`src/rtl/core/alfl_pkg.sv`:
```
// Shared constants, entry and RAM request types for the address-to-line lookup.
// No dependencies; alfl_ifs, alfl_search and the top level refer to this package by scope.
`timescale 1ns / 1ps

package alfl_pkg;

    // Table geometry
    localparam int TABLE_DEPTH = 1024;
    localparam int IDX_W       = $clog2(TABLE_DEPTH);

    // Fixed field widths of the item and result beats
    localparam int COUNT_W     = 11;
    localparam int ENTRY_IDX_W = 10;
    localparam int RES_IDX_W   = 10;
    localparam int LINE_W      = 16;
    localparam int ADDR_W      = 32;
    localparam int ENTRY_W     = LINE_W + ADDR_W;

    // Item kinds
    localparam logic KIND_WRITE = 1'b0;
    localparam logic KIND_QUERY = 1'b1;

    typedef struct packed {
        logic [LINE_W-1:0] line;
        logic [ADDR_W-1:0] addr;
    } t_entry;

    typedef struct packed {
        logic             we;
        logic [IDX_W-1:0] waddr;
        t_entry           wdata;
        logic [IDX_W-1:0] raddr;
    } t_ram_req;

    typedef enum logic [2:0] {
        S_IDLE,
        S_FIRST,
        S_LAST,
        S_PROBE,
        S_DONE
    } t_state;

endpackage

```
`src/rtl/core/alfl_ifs.sv`:
```
// Valid/ready channel interfaces for item beats and result beats.
// Depends on alfl_pkg for field widths.
`timescale 1ns / 1ps

interface alfl_in_if;
    logic                            valid;
    logic                            ready;
    logic                            kind;
    logic [alfl_pkg::ENTRY_IDX_W-1:0] entry_index;
    logic [alfl_pkg::LINE_W-1:0]     entry_line;
    logic [alfl_pkg::ADDR_W-1:0]     entry_address;
    logic [alfl_pkg::ADDR_W-1:0]     query_address;
    logic                            exact_only;

    modport source (
        output valid, kind, entry_index, entry_line, entry_address,
               query_address, exact_only,
        input  ready
    );
    modport sink (
        input  valid, kind, entry_index, entry_line, entry_address,
               query_address, exact_only,
        output ready
    );
endinterface

interface alfl_out_if;
    logic                          valid;
    logic                          ready;
    logic                          found;
    logic [alfl_pkg::RES_IDX_W-1:0] result_index;
    logic [alfl_pkg::LINE_W-1:0]   result_line;

    modport source (
        output valid, found, result_index, result_line,
        input  ready
    );
    modport sink (
        input  valid, found, result_index, result_line,
        output ready
    );
endinterface

```
`src/rtl/core/alfl_search.sv`:
```
// Search sequencer: stores write beats into the table RAM and runs the
// floor search for query beats, one RAM probe per cycle, into an output register.
// Depends on alfl_pkg and alfl_ifs.
`timescale 1ns / 1ps

module alfl_search (
    input  logic                          i_clk,
    input  logic                          i_rst_n,
    input  logic [alfl_pkg::COUNT_W-1:0]  i_entry_count,
    alfl_in_if.sink                       i_in,
    alfl_out_if.source                    o_out,
    output alfl_pkg::t_ram_req            o_ram_req,
    input  alfl_pkg::t_entry              i_ram_rdata
);

    alfl_pkg::t_state r_state, n_state;

    // Query context and search bounds
    logic [alfl_pkg::ADDR_W-1:0] r_q, n_q;
    logic                        r_exact, n_exact;
    logic [alfl_pkg::IDX_W-1:0]  r_lo, n_lo;
    logic [alfl_pkg::IDX_W-1:0]  r_hi, n_hi;
    logic [alfl_pkg::IDX_W-1:0]  r_mid, n_mid;
    alfl_pkg::t_entry            r_lo_ent, n_lo_ent;
    logic [alfl_pkg::IDX_W-1:0]  r_pick, n_pick;
    alfl_pkg::t_entry            r_pick_ent, n_pick_ent;
    logic                        r_hit, n_hit;

    // Result register
    logic                           r_out_valid, n_out_valid;
    logic                           r_out_found, n_out_found;
    logic [alfl_pkg::RES_IDX_W-1:0] r_out_index, n_out_index;
    logic [alfl_pkg::LINE_W-1:0]    r_out_line, n_out_line;

    logic        in_beat;
    logic        out_free;
    logic [31:0] count_sat;
    logic        count_zero;
    logic [alfl_pkg::IDX_W-1:0] last_idx;
    logic        wr_in_range;
    logic [31:0] wr_idx_wide;
    logic [31:0] pick_wide;
    logic        res_found;

    // Narrowed interval after the current probe
    logic                       rd_le;
    logic [alfl_pkg::IDX_W-1:0] c_lo, c_hi, c_span, c_mid;
    alfl_pkg::t_entry           c_lo_ent;
    logic                       c_more;

    assign in_beat  = i_in.valid && i_in.ready;
    assign out_free = !r_out_valid || o_out.ready;

    // Saturate the entry count at the table depth
    always_comb begin
        if (32'(i_entry_count) > 32'(alfl_pkg::TABLE_DEPTH)) begin
            count_sat = 32'(alfl_pkg::TABLE_DEPTH);
        end else begin
            count_sat = 32'(i_entry_count);
        end
    end
    assign count_zero  = (count_sat == 32'd0);
    assign last_idx    = alfl_pkg::IDX_W'(count_sat - 32'd1);

    assign wr_idx_wide = 32'(i_in.entry_index);
    assign wr_in_range = wr_idx_wide < 32'(alfl_pkg::TABLE_DEPTH);

    // Compare probe data and narrow the interval
    assign rd_le = (i_ram_rdata.addr <= r_q);
    always_comb begin
        if (r_state == alfl_pkg::S_PROBE) begin
            c_lo     = rd_le ? r_mid : r_lo;
            c_hi     = rd_le ? r_hi : r_mid;
            c_lo_ent = rd_le ? i_ram_rdata : r_lo_ent;
        end else begin
            c_lo     = r_lo;
            c_hi     = r_hi;
            c_lo_ent = r_lo_ent;
        end
        c_span = c_hi - c_lo;
        c_mid  = c_lo + (c_span >> 1);
        c_more = (c_span > alfl_pkg::IDX_W'(1));
    end

    // Next state
    always_comb begin
        n_state = r_state;
        unique case (r_state)
            alfl_pkg::S_IDLE: begin
                if (in_beat && i_in.kind == alfl_pkg::KIND_QUERY) begin
                    n_state = count_zero ? alfl_pkg::S_DONE : alfl_pkg::S_FIRST;
                end
            end
            alfl_pkg::S_FIRST: begin
                n_state = rd_le ? alfl_pkg::S_LAST : alfl_pkg::S_DONE;
            end
            alfl_pkg::S_LAST: begin
                if (!rd_le && c_more) begin
                    n_state = alfl_pkg::S_PROBE;
                end else begin
                    n_state = alfl_pkg::S_DONE;
                end
            end
            alfl_pkg::S_PROBE: begin
                n_state = c_more ? alfl_pkg::S_PROBE : alfl_pkg::S_DONE;
            end
            alfl_pkg::S_DONE: begin
                if (out_free) begin
                    n_state = alfl_pkg::S_IDLE;
                end
            end
            default: n_state = alfl_pkg::S_IDLE;
        endcase
    end

    // Handshake and RAM port
    always_comb begin
        i_in.ready      = 1'b0;
        o_ram_req.we    = 1'b0;
        o_ram_req.waddr = wr_idx_wide[alfl_pkg::IDX_W-1:0];
        o_ram_req.wdata = '{line: i_in.entry_line, addr: i_in.entry_address};
        o_ram_req.raddr = '0;
        unique case (r_state)
            alfl_pkg::S_IDLE: begin
                i_in.ready   = 1'b1;
                o_ram_req.we = in_beat && i_in.kind == alfl_pkg::KIND_WRITE
                               && wr_in_range;
            end
            alfl_pkg::S_FIRST: o_ram_req.raddr = r_hi;
            alfl_pkg::S_LAST,
            alfl_pkg::S_PROBE: o_ram_req.raddr = c_mid;
            alfl_pkg::S_DONE: o_ram_req.raddr = '0;
            default: o_ram_req.raddr = '0;
        endcase
    end

    // Final verdict from the chosen entry
    assign res_found = r_hit && (!r_exact || r_pick_ent.addr == r_q);
    assign pick_wide = 32'(r_pick);

    // Datapath next values
    always_comb begin
        n_q        = r_q;
        n_exact    = r_exact;
        n_lo       = r_lo;
        n_hi       = r_hi;
        n_mid      = r_mid;
        n_lo_ent   = r_lo_ent;
        n_pick     = r_pick;
        n_pick_ent = r_pick_ent;
        n_hit      = r_hit;
        n_out_valid = r_out_valid && !o_out.ready;
        n_out_found = r_out_found;
        n_out_index = r_out_index;
        n_out_line  = r_out_line;
        unique case (r_state)
            alfl_pkg::S_IDLE: begin
                if (in_beat && i_in.kind == alfl_pkg::KIND_QUERY) begin
                    n_q     = i_in.query_address;
                    n_exact = i_in.exact_only;
                    n_lo    = '0;
                    n_hi    = last_idx;
                    n_hit   = 1'b0;
                end
            end
            alfl_pkg::S_FIRST: begin
                n_lo_ent = i_ram_rdata;
            end
            alfl_pkg::S_LAST: begin
                n_mid = c_mid;
                if (rd_le) begin
                    n_pick     = r_hi;
                    n_pick_ent = i_ram_rdata;
                    n_hit      = 1'b1;
                end else if (!c_more) begin
                    n_pick     = r_lo;
                    n_pick_ent = r_lo_ent;
                    n_hit      = 1'b1;
                end
            end
            alfl_pkg::S_PROBE: begin
                n_lo     = c_lo;
                n_hi     = c_hi;
                n_lo_ent = c_lo_ent;
                n_mid    = c_mid;
                if (!c_more) begin
                    n_pick     = c_lo;
                    n_pick_ent = c_lo_ent;
                    n_hit      = 1'b1;
                end
            end
            alfl_pkg::S_DONE: begin
                if (out_free) begin
                    n_out_valid = 1'b1;
                    n_out_found = res_found;
                    n_out_index = res_found ? pick_wide[alfl_pkg::RES_IDX_W-1:0] : '0;
                    n_out_line  = res_found ? r_pick_ent.line : '0;
                end
            end
            default: n_hit = 1'b0;
        endcase
    end

    // Control registers reset, payload registers do not
    always_ff @(posedge i_clk) begin
        if (!i_rst_n) begin
            r_state     <= alfl_pkg::S_IDLE;
            r_out_valid <= 1'b0;
        end else begin
            r_state     <= n_state;
            r_out_valid <= n_out_valid;
        end
    end

    always_ff @(posedge i_clk) begin
        r_q         <= n_q;
        r_exact     <= n_exact;
        r_lo        <= n_lo;
        r_hi        <= n_hi;
        r_mid       <= n_mid;
        r_lo_ent    <= n_lo_ent;
        r_pick      <= n_pick;
        r_pick_ent  <= n_pick_ent;
        r_hit       <= n_hit;
        r_out_found <= n_out_found;
        r_out_index <= n_out_index;
        r_out_line  <= n_out_line;
    end

    assign o_out.valid        = r_out_valid;
    assign o_out.found        = r_out_found;
    assign o_out.result_index = r_out_index;
    assign o_out.result_line  = r_out_line;

endmodule

```
`src/flat_wrapper.sv`:
```
// flat-port wrapper written by rule: the top's interface ports become plain ports
module alfl_search_flat 
  (i_clk, i_rst_n, i_entry_count, o_ram_req, i_ram_rdata, i_in_valid, i_in_kind, i_in_entry_index, i_in_entry_line, i_in_entry_address, i_in_query_address, i_in_exact_only, i_in_ready, o_out_valid, o_out_found, o_out_result_index, o_out_result_line, o_out_ready);
  alfl_in_if i_in_i ();
  alfl_out_if o_out_i ();
  input  logic i_clk;
  input  logic i_rst_n;
  input  logic [alfl_pkg::COUNT_W-1:0] i_entry_count;
  output alfl_pkg::t_ram_req o_ram_req;
  input  alfl_pkg::t_entry i_ram_rdata;
  input wire logic [$bits(i_in_i.valid)-1:0] i_in_valid;
  input wire logic [$bits(i_in_i.kind)-1:0] i_in_kind;
  input wire logic [$bits(i_in_i.entry_index)-1:0] i_in_entry_index;
  input wire logic [$bits(i_in_i.entry_line)-1:0] i_in_entry_line;
  input wire logic [$bits(i_in_i.entry_address)-1:0] i_in_entry_address;
  input wire logic [$bits(i_in_i.query_address)-1:0] i_in_query_address;
  input wire logic [$bits(i_in_i.exact_only)-1:0] i_in_exact_only;
  output wire logic [$bits(i_in_i.ready)-1:0] i_in_ready;
  output wire logic [$bits(o_out_i.valid)-1:0] o_out_valid;
  output wire logic [$bits(o_out_i.found)-1:0] o_out_found;
  output wire logic [$bits(o_out_i.result_index)-1:0] o_out_result_index;
  output wire logic [$bits(o_out_i.result_line)-1:0] o_out_result_line;
  input wire logic [$bits(o_out_i.ready)-1:0] o_out_ready;
  assign i_in_i.valid = i_in_valid;
  assign i_in_i.kind = i_in_kind;
  assign i_in_i.entry_index = i_in_entry_index;
  assign i_in_i.entry_line = i_in_entry_line;
  assign i_in_i.entry_address = i_in_entry_address;
  assign i_in_i.query_address = i_in_query_address;
  assign i_in_i.exact_only = i_in_exact_only;
  assign i_in_ready = i_in_i.ready;
  assign o_out_valid = o_out_i.valid;
  assign o_out_found = o_out_i.found;
  assign o_out_result_index = o_out_i.result_index;
  assign o_out_result_line = o_out_i.result_line;
  assign o_out_i.ready = o_out_ready;
  alfl_search u_core (.i_clk(i_clk), .i_rst_n(i_rst_n), .i_entry_count(i_entry_count), .i_in(i_in_i), .o_out(o_out_i), .o_ram_req(o_ram_req), .i_ram_rdata(i_ram_rdata));
endmodule
```
`config.mk`:
```
export PLATFORM = sky130hd
export DESIGN_NAME = alfl_search_flat
export DESIGN_NICKNAME = d
export VERILOG_FILES = /design/src/rtl/core/alfl_pkg.sv /design/src/rtl/core/alfl_ifs.sv /design/src/rtl/core/alfl_search.sv /design/src/flat_wrapper.sv
export SDC_FILE = /design/constraint.sdc
export NUM_CORES = 1
export LEC_CHECK = 0
export BUFFER_PORTS_ARGS = -buffer_cell sky130_fd_sc_hd__buf_2
export CAP_MARGIN = 40
export CORE_MARGIN = 3
export CORE_UTILIZATION = 50
export DETAILED_ROUTE_END_ITERATION = 6
export PLACE_DENSITY = 0.89
export SLEW_MARGIN = 0
export SYNTH_ARGS = -nofsm -noshare
export SYNTH_HDL_FRONTEND = slang
export SYNTH_SLANG_ARGS = --single-unit
```
`constraint.sdc`:
```
create_clock -name i_clk -period 8.2 [get_ports i_clk]
set_clock_uncertainty 0.05 [all_clocks]
set_input_delay 0 -clock i_clk [delete_from_list [all_inputs] [get_ports i_clk]]
set_output_delay 0 -clock i_clk [all_outputs]
set_load 0.02 [all_outputs]
```
# Word-level counts from Yosys, hierarchy flattened
# Cells that the tools add are included.
totals:
  ff_bits: 201
  in_bits: 155
  out_inout_bits: 98
  word_cells: 95
classes:
  add_sub_neg: 3
  magnitude_cmp: 4
  eq_ne: 9
  muxes: 35
  n_bitwise: 2
  reduce_logical: 26
op_table:
  columns: ["cell", "n"]
  rows:
  - ["two-way mux 48 bit", 4]
  - ["case mux 48 bit (2 select lines)", 2]
  - ["two-way mux 10 bit", 9]
  - ["case mux 10 bit (2 select lines)", 4]
  - ["equality test 32 bit", 1]
  - ["less-or-equal comparator 32 bit", 1]
  - ["zero test 32 bit", 1]
  - ["two-way mux 3 bit", 6]
  - ["case mux 3 bit (5 select lines)", 1]
  - ["> comparator 11 bit, second input constant", 1]
  - ["< comparator 10 x 11 -> 1 bit, second input constant", 1]
  - ["two-way mux 11 bit", 1]
  - ["adder 10 x 9 -> 10 bit", 1]
  - ["> comparator 10 x 1 -> 1 bit, second input constant", 1]
  - ["AND reduction 2 bit", 5]
  - ["subtractor 10 x 1 -> 10 bit, second input constant", 1]
  - ["subtractor 10 bit", 1]
  - ["logical AND 1 bit", 7]
  - ["two-way mux 1 bit", 7]
  - ["equality test 3 x 2 -> 1 bit, second input constant", 2]
  - ["nonzero test 2 bit", 3]
  - ["zero test 1 bit", 4]
  - ["!= test 2 x 1 -> 1 bit, second input constant", 2]
  - ["case mux 1 bit (4 select lines)", 1]
  - ["9 further kinds", 12]

# Logic depth before layout (Yosys ltp)
# Gate-level depths: netlist of the first run.
logic_depth:
  ltp_word: 8
  ltp_mapped: 26
  mapped_depth_nobuf: 25

# Worst setup path after synthesis of the first run
# No wires, ideal clock.
synth_timing:
  path_kind: "register -> register"
  from: "register u_core.r_q[31] in the netlist's numbering"
  to: "register u_core.r_pick[0] in the netlist's numbering (enable)"
  setup_ns: 0.493
  arrival_time_ns: 7.433
  required_time_ns: 7.657
  setup_slack_ns: 0.224
  path_stages_with_launch: 22
  n_path_buf: 2
  period_less_slack_ns: 7.976
  path_cell_list: "edfxtp_1 -> inv_1 -> ha_1 -> nand4_2 -> or4_4 -> o21a_1 -> a21boi_1 -> nor2_1 -> clkbuf_1 -> buf_1 -> mux2i_1 -> ha_1 -> fa_1 -> inv_1 -> a21oi_1 -> nor2_1 -> o311ai_2 -> o32ai_2 -> mux2i_1 -> nor4_2 -> nand4b_1 -> a21oi_1"
synth_between:
  elab_chain_cells: 7
  elab_cells_between_ends: 10
  cone_classes: "add/sub (1); order compare (2); eq/ne (2); mux (4); reduce/logical (1)"
synth_rtl:
  columns: ["element", "line_no", "source"]
  rows:
  - ["from (decl)", "alfl_search.sv:19", "logic [alfl_pkg::ADDR_W-1:0] r_q, n_q;"]
  - ["from (signal assigned)", "alfl_search.sv:216", "r_q <= n_q;"]
  - ["less-or-equal comparator 32 bit *", "alfl_search.sv:69", "assign rd_le = (i_ram_rdata.addr <= r_q);"]
  - ["two-way mux 10 bit (on tied branches)", "alfl_search.sv:73, alfl_search.sv:72", null]
  - ["two-way mux 10 bit", "alfl_search.sv:71", "if (r_state == alfl_pkg::S_PROBE) begin"]
  - ["subtractor 10 bit", "alfl_search.sv:80", "c_span = c_hi - c_lo;"]
  - ["> comparator 10 x 1 -> 1 bit", "alfl_search.sv:82", "c_more = (c_span > alfl_pkg::IDX_W'(1));"]
  - ["!= test 3 x 2 -> 1 bit (no source line) / != test 2 bit (equally long branches)", null, null]
  - ["AND reduction 3 bit (no source line) *", null, null]
  - ["to (signal assigned)", "alfl_search.sv:222", "r_pick <= n_pick;"]
  - ["to (decl)", "alfl_search.sv:25", "logic [alfl_pkg::IDX_W-1:0] r_pick, n_pick;"]
# Every way passes the cells marked *; elsewhere a longest branch is shown, timed or not.
# A chain may end at the register's enable or synchronous reset.

==> results of run 1 <==
[area by class of cell]
class	count	share of cell area, %
flip-flops and latches	201	41.6
multi-input cells	797	32.7
repair buffers	303	16.1
clock buffers	24	4.02
well taps	280	2.43
clock inverters	15	1.66
inverters	59	1.54
[power breakdown]
part           switching, mW  internal, mW
clock                  0.441         0.704
sequential            0.0511          1.22
combinational          0.395         0.245
total                  0.887          2.17
[timing repair]
item,CTS,global route
buffers inserted,0,0
endpoints found under the setup margin,0,0
hold buffers,153,0
endpoints found under the hold margin,199,0
resized for setup,0,0
[kinds of logic after synthesis]
group,after synthesis,synth area share (%)
and+or+nand+nor,521,19.7
DFF,201,52.2
buffers and inverters,161,7.19
AOI/OAI and AO/OA,154,9.57
xor gates and xnor gates,52,3.97
adders and majority gates,51,5.69
muxes,19,1.67
[synth_stat cells (3+ instances only)]
cell and n:
nand2_1 366, xnor2_1 14, nand3_1 9, ha_1 49, nand2b_1 9, or3_1 4
edfxtp_1 197, o211ai_1 7, o31a_1 3, a21oi_1 42, inv_1 58, nand4_1 11
a22oi_1 5, a32oi_1 3, o31ai_1 3, nor4_1 11, a21o_1 8, a31oi_1 7
and2_1 6, mux2i_1 18, clkbuf_1 30, a32o_1 5, buf_1 11, a211oi_1 4
and3_1 27, nor3_1 8, or2_2 4, o31ai_2 3, xor2_1 38, o21ai_0 28
nor2b_1 8, buf_2 3, dfxtp_1 4, nor2_1 42, buf_4 58
[worst min-delay path, stage by stage]
cell	delay, ns
buf_2	0.16
nand2b_1	0.16
nand3_1	0.11
nand2_1	0.07
[per-stage QoR]
stage	power (mW)	cells	hold slack, ns	setup WS, ns
floorplan	1.68	1159	0.0298	0.224
global placement	1.80	1486	-0.0499	1.87
detailed placement	1.82	1487	-0.0499	1.69
CTS	3.01	1679	0.00331	1.26
global route	3.15	1679	0.0756	0.704
finish	3.06	1679	0.0455	1.17
[flip-flops by register name, summed over array words and instances, names as in the netlist, 3 cells and up]
name and cells:
u_core.r_pick_ent 48, u_core.r_lo 10, u_core.r_mid 10, u_core.o_out.result_index 10, u_core.r_lo_ent 48, u_core.r_hi 10, u_core.r_pick 10, u_core.o_out.result_line 16
u_core.r_q 32, u_core.r_state 3
[per-layer routing]
metal / up-vias / wire, um / part of all wire, %
met4: 2 / 2270 / 6.5
met3: 166 / 3430 / 9.8
met1: 4594 / 12600 / 36
met5: - / 13 / 0.037
li1: 4440 / - / -
met2: 759 / 16600 / 48
[final timing paths]
kind,end,slack [ns]
setup / recovery,o_ram_req[5],1.17
hold / removal,u_core.r_hi[8]$_DFFE_PP_,0.05
setup reg to reg,u_core.r_pick_ent[4]$_DFFE_PP_,1.58
hold reg to reg,u_core.r_pick_ent[12]$_DFFE_PP_,0.50
==> results.py, run 1 <==
metrics = {
    "status": {
        "status": "complete, but fails checks",
        "violations": "DRC",
    },
    "finish": {
        "register_area_um2": 6000,
        "final_net_count": 1590,
        "final_cell_area_um2": 14400,
        "layout.cells.most_common": "nand2_1",
        "multiInputGateArea_um2": 4710,
        "finish.utilization_pct": 65.1,
        "final_cell_mix": "nand2_1, edfxtp_1, dlygate4sd3_1",
        "drive_gt1_share_pct": 15.4,
        "nFillCells": 1501,
        "area_growth_pct": 25.6,
        "antenna_cells": 0,
    },
    "floorplan": {
        "coreArea_um2": 22200,
        "dieArea_um2": 24800,
        "initial_utilization_pct": 51.8,
        "fp.dieW_um": 158,
        "die_h_um": 158,
        "io_pins": 253,
        "rows": 54,
    },
    "detailed_routing": {
        "wl_per_cell_um": 20.8,
        "dr_total_vias": 9961,
        "drt_first_pass_iters": 7,
        "first_iter_violations": 1180,
        "drt.antenna.violating_nets": 0,
        "route.detailed.drc": 1,
        "routed_wl_um": 34900,
        "via_per_inst": 5.93,
    },
    "synth": {
        "synth_seq_cells": 201,
        "synth_edf_count": 197,
        "yosysSeqAreaShare_pct": 52.2,
        "syn_nets": 1365,
        "ys_top_cells_by_area": "edfxtp_1, nand2_1, ha_1, buf_4, xor2_1",
        "syn_avg_cell_area_um2": 9.91,
        "synthCells": 1159,
        "yosysWarnings": 0,
        "syn_area_um2": 11500,
        "synth_ff_type": "edfxtp_1",
        "yosysTopAreaCellShare_pct": 51.5,
        "async_flop_share_pct": 0,
        "ys_types": 76,
        "synth_top_area_cell": "edfxtp_1",
    },
    "clock_tree": {
        "clock-sinks": 201,
        "cts_made_buffers": 22,
        "cts_tree": "yes",
        "cts_max_path_buffers": 3,
        "clk_pin_slew_worst_paths_ns": 0.07,
        "htreeDepth": 1,
        "worstSkewPairLatency_ns": 0.52,
        "cts-root-buf": "clkbuf_16",
    },
    "setup_path": {
        "path_depth": 22,
        "slowest_stage": "a211oi_2",
        "cp_max_fo": 6,
        "timing_worst_setup_path_type": "reg2out",
        "arrival_ns": 6.98,
        "crit_path_start": "u_core.r_q[13]$_DFFE_PP_",
        "crit_family": "compound AO/OA/AOI/OAI gates",
        "r2r_cells": 19,
        "rr_startpoint": "u_core.r_state[0]$_SDFFE_PN0P_",
        "critPathRequiredTime_ns": 8.15,
        "critPathMaxStageDelay_ns": 0.65,
        "cp.buffers_inverters": 3,
        "crit_chain": "inv_1 -> ha_1 -> a21o_1 -> a21oi_1 -> o221ai_1 -> or3_1 -> a211oi_2 -> mux2_2 -> ha_1 -> fa_1 -> xor2_1 -> inv_1 -> ha_1 -> a21o_1 -> a21oi_1 -> a41oi_1 -> a2111oi_0 -> and4b_4 -> nor2_1 -> nand3_1 -> a31oi_1 -> buf_2",
        "cp-start-kind": "flop",
        "endpoint_kind": "primary output",
        "critPathMostFrequentCell": "ha_1",
    },
    "sta": {
        "rsz0062_at_grt": "false",
        "fin_setup_tns_ns": 0,
        "max_slew.worst_pin.slew_ns": 0.933,
        "max_freq_mhz": 142,
        "period_share_pct": 85.7,
        "finalSetupViolations": 0,
        "fin_crit_ns": 7.03,
        "drv_slew": 0,
        "hold_viol": 0,
        "max-slew-margin-rel_pct": 37.7,
    },
    "grt": {
        "grt_max_degree": 73,
        "grt_overflow": 0,
        "use_met1_pct": 33.6,
        "grt_pass1_wl_um": 53300,
        "grt_usage_pct": 27.4,
        "use_met3_pct": 4.67,
        "busiest_layer": "met2",
        "grt_pass1_vias": 9857,
        "gr-usage-met2_pct": 45.9,
        "antenna_found_initial": 1,
    },
    "placed_design": {
        "place_congestion": 0.910,
        "portBuffers": 136,
        "place_area_um2": 12100,
        "dp_hpwl_um": 20700,
    },
    "pwr": {
        "ir_drop_uv": 142,
        "powerDensity_nw_per_um2": 212,
        "p_leak_nw": 6.21,
    },
    "hold_path": {
        "hold_path_class": "in2reg",
        "worstHoldPathCells": 4,
        "worstHoldStart": "i_entry_count[10]",
    },
    "job": {
        "cap_violations": 0,
    },
}
(Power assumes the default switching activity.)
==> run 2, diff against run 1 <==
--- a/config.mk
+++ b/config.mk
@@ -7,10 +7,11 @@
 export LEC_CHECK = 0
 export BUFFER_PORTS_ARGS = -buffer_cell sky130_fd_sc_hd__buf_2
 export CAP_MARGIN = 40
-export CORE_MARGIN = 3
+export CORE_MARGIN = 2
 export CORE_UTILIZATION = 50
 export DETAILED_ROUTE_END_ITERATION = 6
 export PLACE_DENSITY = 0.89
+export RECOVER_POWER = 50
 export SLEW_MARGIN = 0
 export SYNTH_ARGS = -nofsm -noshare
 export SYNTH_HDL_FRONTEND = slang
==> results.py, run 2 (synthesis results as in run 1) <==
metrics = {
    "detailed_routing": {
        "drt.antenna.violating_nets": 0,
        "routed_wl_um": 35300,
        "via_per_inst": 6.00,
        "first_iter_violations": 924,
        "wl_per_cell_um": 20.9,
        "route.detailed.drc": 0,
        "dr_total_vias": 10148,
        "drt_first_pass_iters": 7,
    },
    "setup_path": {
        "cp_max_fo": 7,
        "timing_worst_setup_path_type": "reg2out",
        "ff2ff_setup_slack_ns": 1.38,
        "endpoint_kind": "primary output",
        "r2r-end": "u_core.r_pick_ent[14]$_DFFE_PP_",
        "critPathRequiredTime_ns": 8.15,
        "slowest_stage": "a211oi_2",
        "crit_chain": "inv_1 -> ha_1 -> a21oi_1 -> o21ai_0 -> a221oi_2 -> a21oi_1 -> a211oi_2 -> buf_4 -> mux2_2 -> ha_1 -> fa_1 -> xor2_1 -> inv_1 -> ha_1 -> a21o_1 -> a21oi_1 -> a41oi_1 -> a2111oi_0 -> and4b_4 -> nor2_1 -> nand3_1 -> a31oi_1 -> buf_2",
        "critPathMaxStageDelay_ns": 0.61,
        "rr_startpoint": "u_core.r_q[17]$_DFFE_PP_",
        "r2r_cells": 21,
        "cp-start-kind": "flop",
        "arrival_ns": 7.25,
    },
    "floorplan": {
        "coreArea_um2": 22600,
        "dieArea_um2": 24200,
        "fp.dieW_um": 156,
        "initial_utilization_pct": 50.9,
        "rows": 55,
        "die_h_um": 156,
        "io_pins": 253,
    },
    "pwr": {
        "ir_drop_uv": 137,
        "p_leak_nw": 6.05,
        "powerDensity_nw_per_um2": 209,
    },
    "sta": {
        "finalSetupViolations": 0,
        "holdWs_ns": 0.0425,
        "max-slew-margin-rel_pct": -105,
        "hold_viol": 0,
        "period_share_pct": 89.0,
        "setup_ws_ns": 0.901,
        "max_freq_mhz": 137,
        "fin_crit_ns": 7.30,
        "drv_slew": 77,
        "fin_setup_tns_ns": 0,
        "max_slew.worst_pin.slew_ns": 3.07,
        "rsz0062_at_grt": "false",
    },
    "placed_design": {
        "dp_cells": 1493,
        "dp_hpwl_um": 20400,
        "portBuffers": 136,
        "place_congestion": 0.954,
        "place_ws_ns": 1.62,
    },
    "finish": {
        "final_cell_mix": "nand2_1, edfxtp_1, dlygate4sd3_1",
        "drive_gt1_share_pct": 11.8,
        "reg.largest.list": "u_core.r_lo_ent (48), u_core.r_pick_ent (48), u_core.r_q (32)",
        "layout.cells.most_common": "nand2_1",
        "final_net_count": 1592,
        "final_cells": 1690,
        "area_growth_pct": 24.8,
        "finish.utilization_pct": 63.5,
        "register_area_um2": 6000,
        "nFillCells": 1669,
        "multiInputGateArea_um2": 4700,
    },
    "clock_tree": {
        "cts_resized": 0,
        "cts_setup_buffers": 0,
        "clock-sinks": 201,
        "cts_made_buffers": 22,
        "hold_buffers": 154,
        "cts_max_path_buffers": 3,
        "cts_tree": "yes",
        "cts-root-buf": "clkbuf_16",
        "htreeDepth": 1,
        "worstSkewPairLatency_ns": 0.52,
        "clk_pin_slew_worst_paths_ns": 0.07,
    },
    "grt": {
        "antenna_found_initial": 1,
        "grt_pass1_vias": 9671,
        "grt_pass1_wl_um": 52000,
        "grt_max_degree": 73,
        "grt_overflow": 0,
        "grt_usage_pct": 27.5,
    },
    "hold_path": {
        "min_to": "u_core.r_hi[8]$_DFFE_PP_",
        "hold_path_class": "in2reg",
        "worstHoldStart": "i_entry_count[10]",
        "worstHoldPathCells": 4,
    },
    "job": {
        "cap_violations": 2,
    },
    "status": {
        "status": "complete, but fails checks",
        "violations": "capacitance limit, slew limit",
    },
}
[run 2: cell count changes in the layout (fill, tap and decap cells not counted), moves of 3 or more]
| cell | change |
|---|---|
| clkbuf_1 | +50 |
| buf_2 | -47 |
| buf_4 | -4 |
| bufinv_16 | -3 |
| clkbuf_8 | +3 |
| diode_2 | +3 |
[run 2: report_power, final]
part	total (mW)	leakage, nW	internal, mW	switching, mW
Combinational	0.643	3.83	0.244	0.400
Sequential	1.27	1.85	1.22	0.0514
Clock	1.07	0.379	0.636	0.439
Total	2.99	6.05	2.10	0.890
[run 2: worst max path at each step]
stage / endpoint / startpoint / cells after the start
3_3_place_gp: u_core.r_pick_ent[14]$_DFFE_PP_ / u_core.r_q[13]$_DFFE_PP_ / 21
6_report: o_ram_req[5] / u_core.r_q[17]$_DFFE_PP_ / 23
2_1_floorplan: u_core.r_pick[0]$_DFFE_PP_ / u_core.r_q[31]$_DFFE_PP_ / 21
4_1_cts: o_ram_req[7] / u_core.r_q[13]$_DFFE_PP_ / 23
5_1_grt: o_ram_req[5] / u_core.r_q[17]$_DFFE_PP_ / 23
3_5_place_dp: o_ram_req[7] / u_core.r_q[13]$_DFFE_PP_ / 23
[run 2: routing by layer]
metal / GRT usage (%) / up-vias / wire length, um
li1: - / 4442 / -
met1: 32.7 / 4692 / 12300
met2: 46.1 / 797 / 16600
met3: 5.08 / 217 / 3810
met4: 17.4 / 0 / 2650
met5: 0 / - / 0
[run 2: worst max-delay path: cells and delay by family, from the launching register on]
family	cells	cell delay [ns]
AOI/OAI and AO/OA	10	3.11
DFF	1	0.45
adders and majority gates	4	1.18
xor gates and xnor gates	1	0.30
and+or+nand+nor	3	0.60
muxes	1	0.36
buffers and inverters	4	0.71
[run 2: area by class of cell]
class / count / area share, %
Clock inverter: 14 / 1.12
Sequential cell: 201 / 41.8
Multi-Input combinational cell: 797 / 32.8
Inverter: 59 / 1.54
Timing Repair Buffer: 305 / 15.9
Clock buffer: 26 / 4.30
Antenna cell: 3 / 0.0524
Tap cell: 285 / 2.49
[run 2: through the flow]
step / cell area (um^2) / power [mW]
global route: 14300 / 3.08
floorplan: 11500 / 1.68
finish: 14300 / 2.99
detailed placement: 12100 / 1.82
CTS: 14400 / 2.94
global placement: 12100 / 1.80
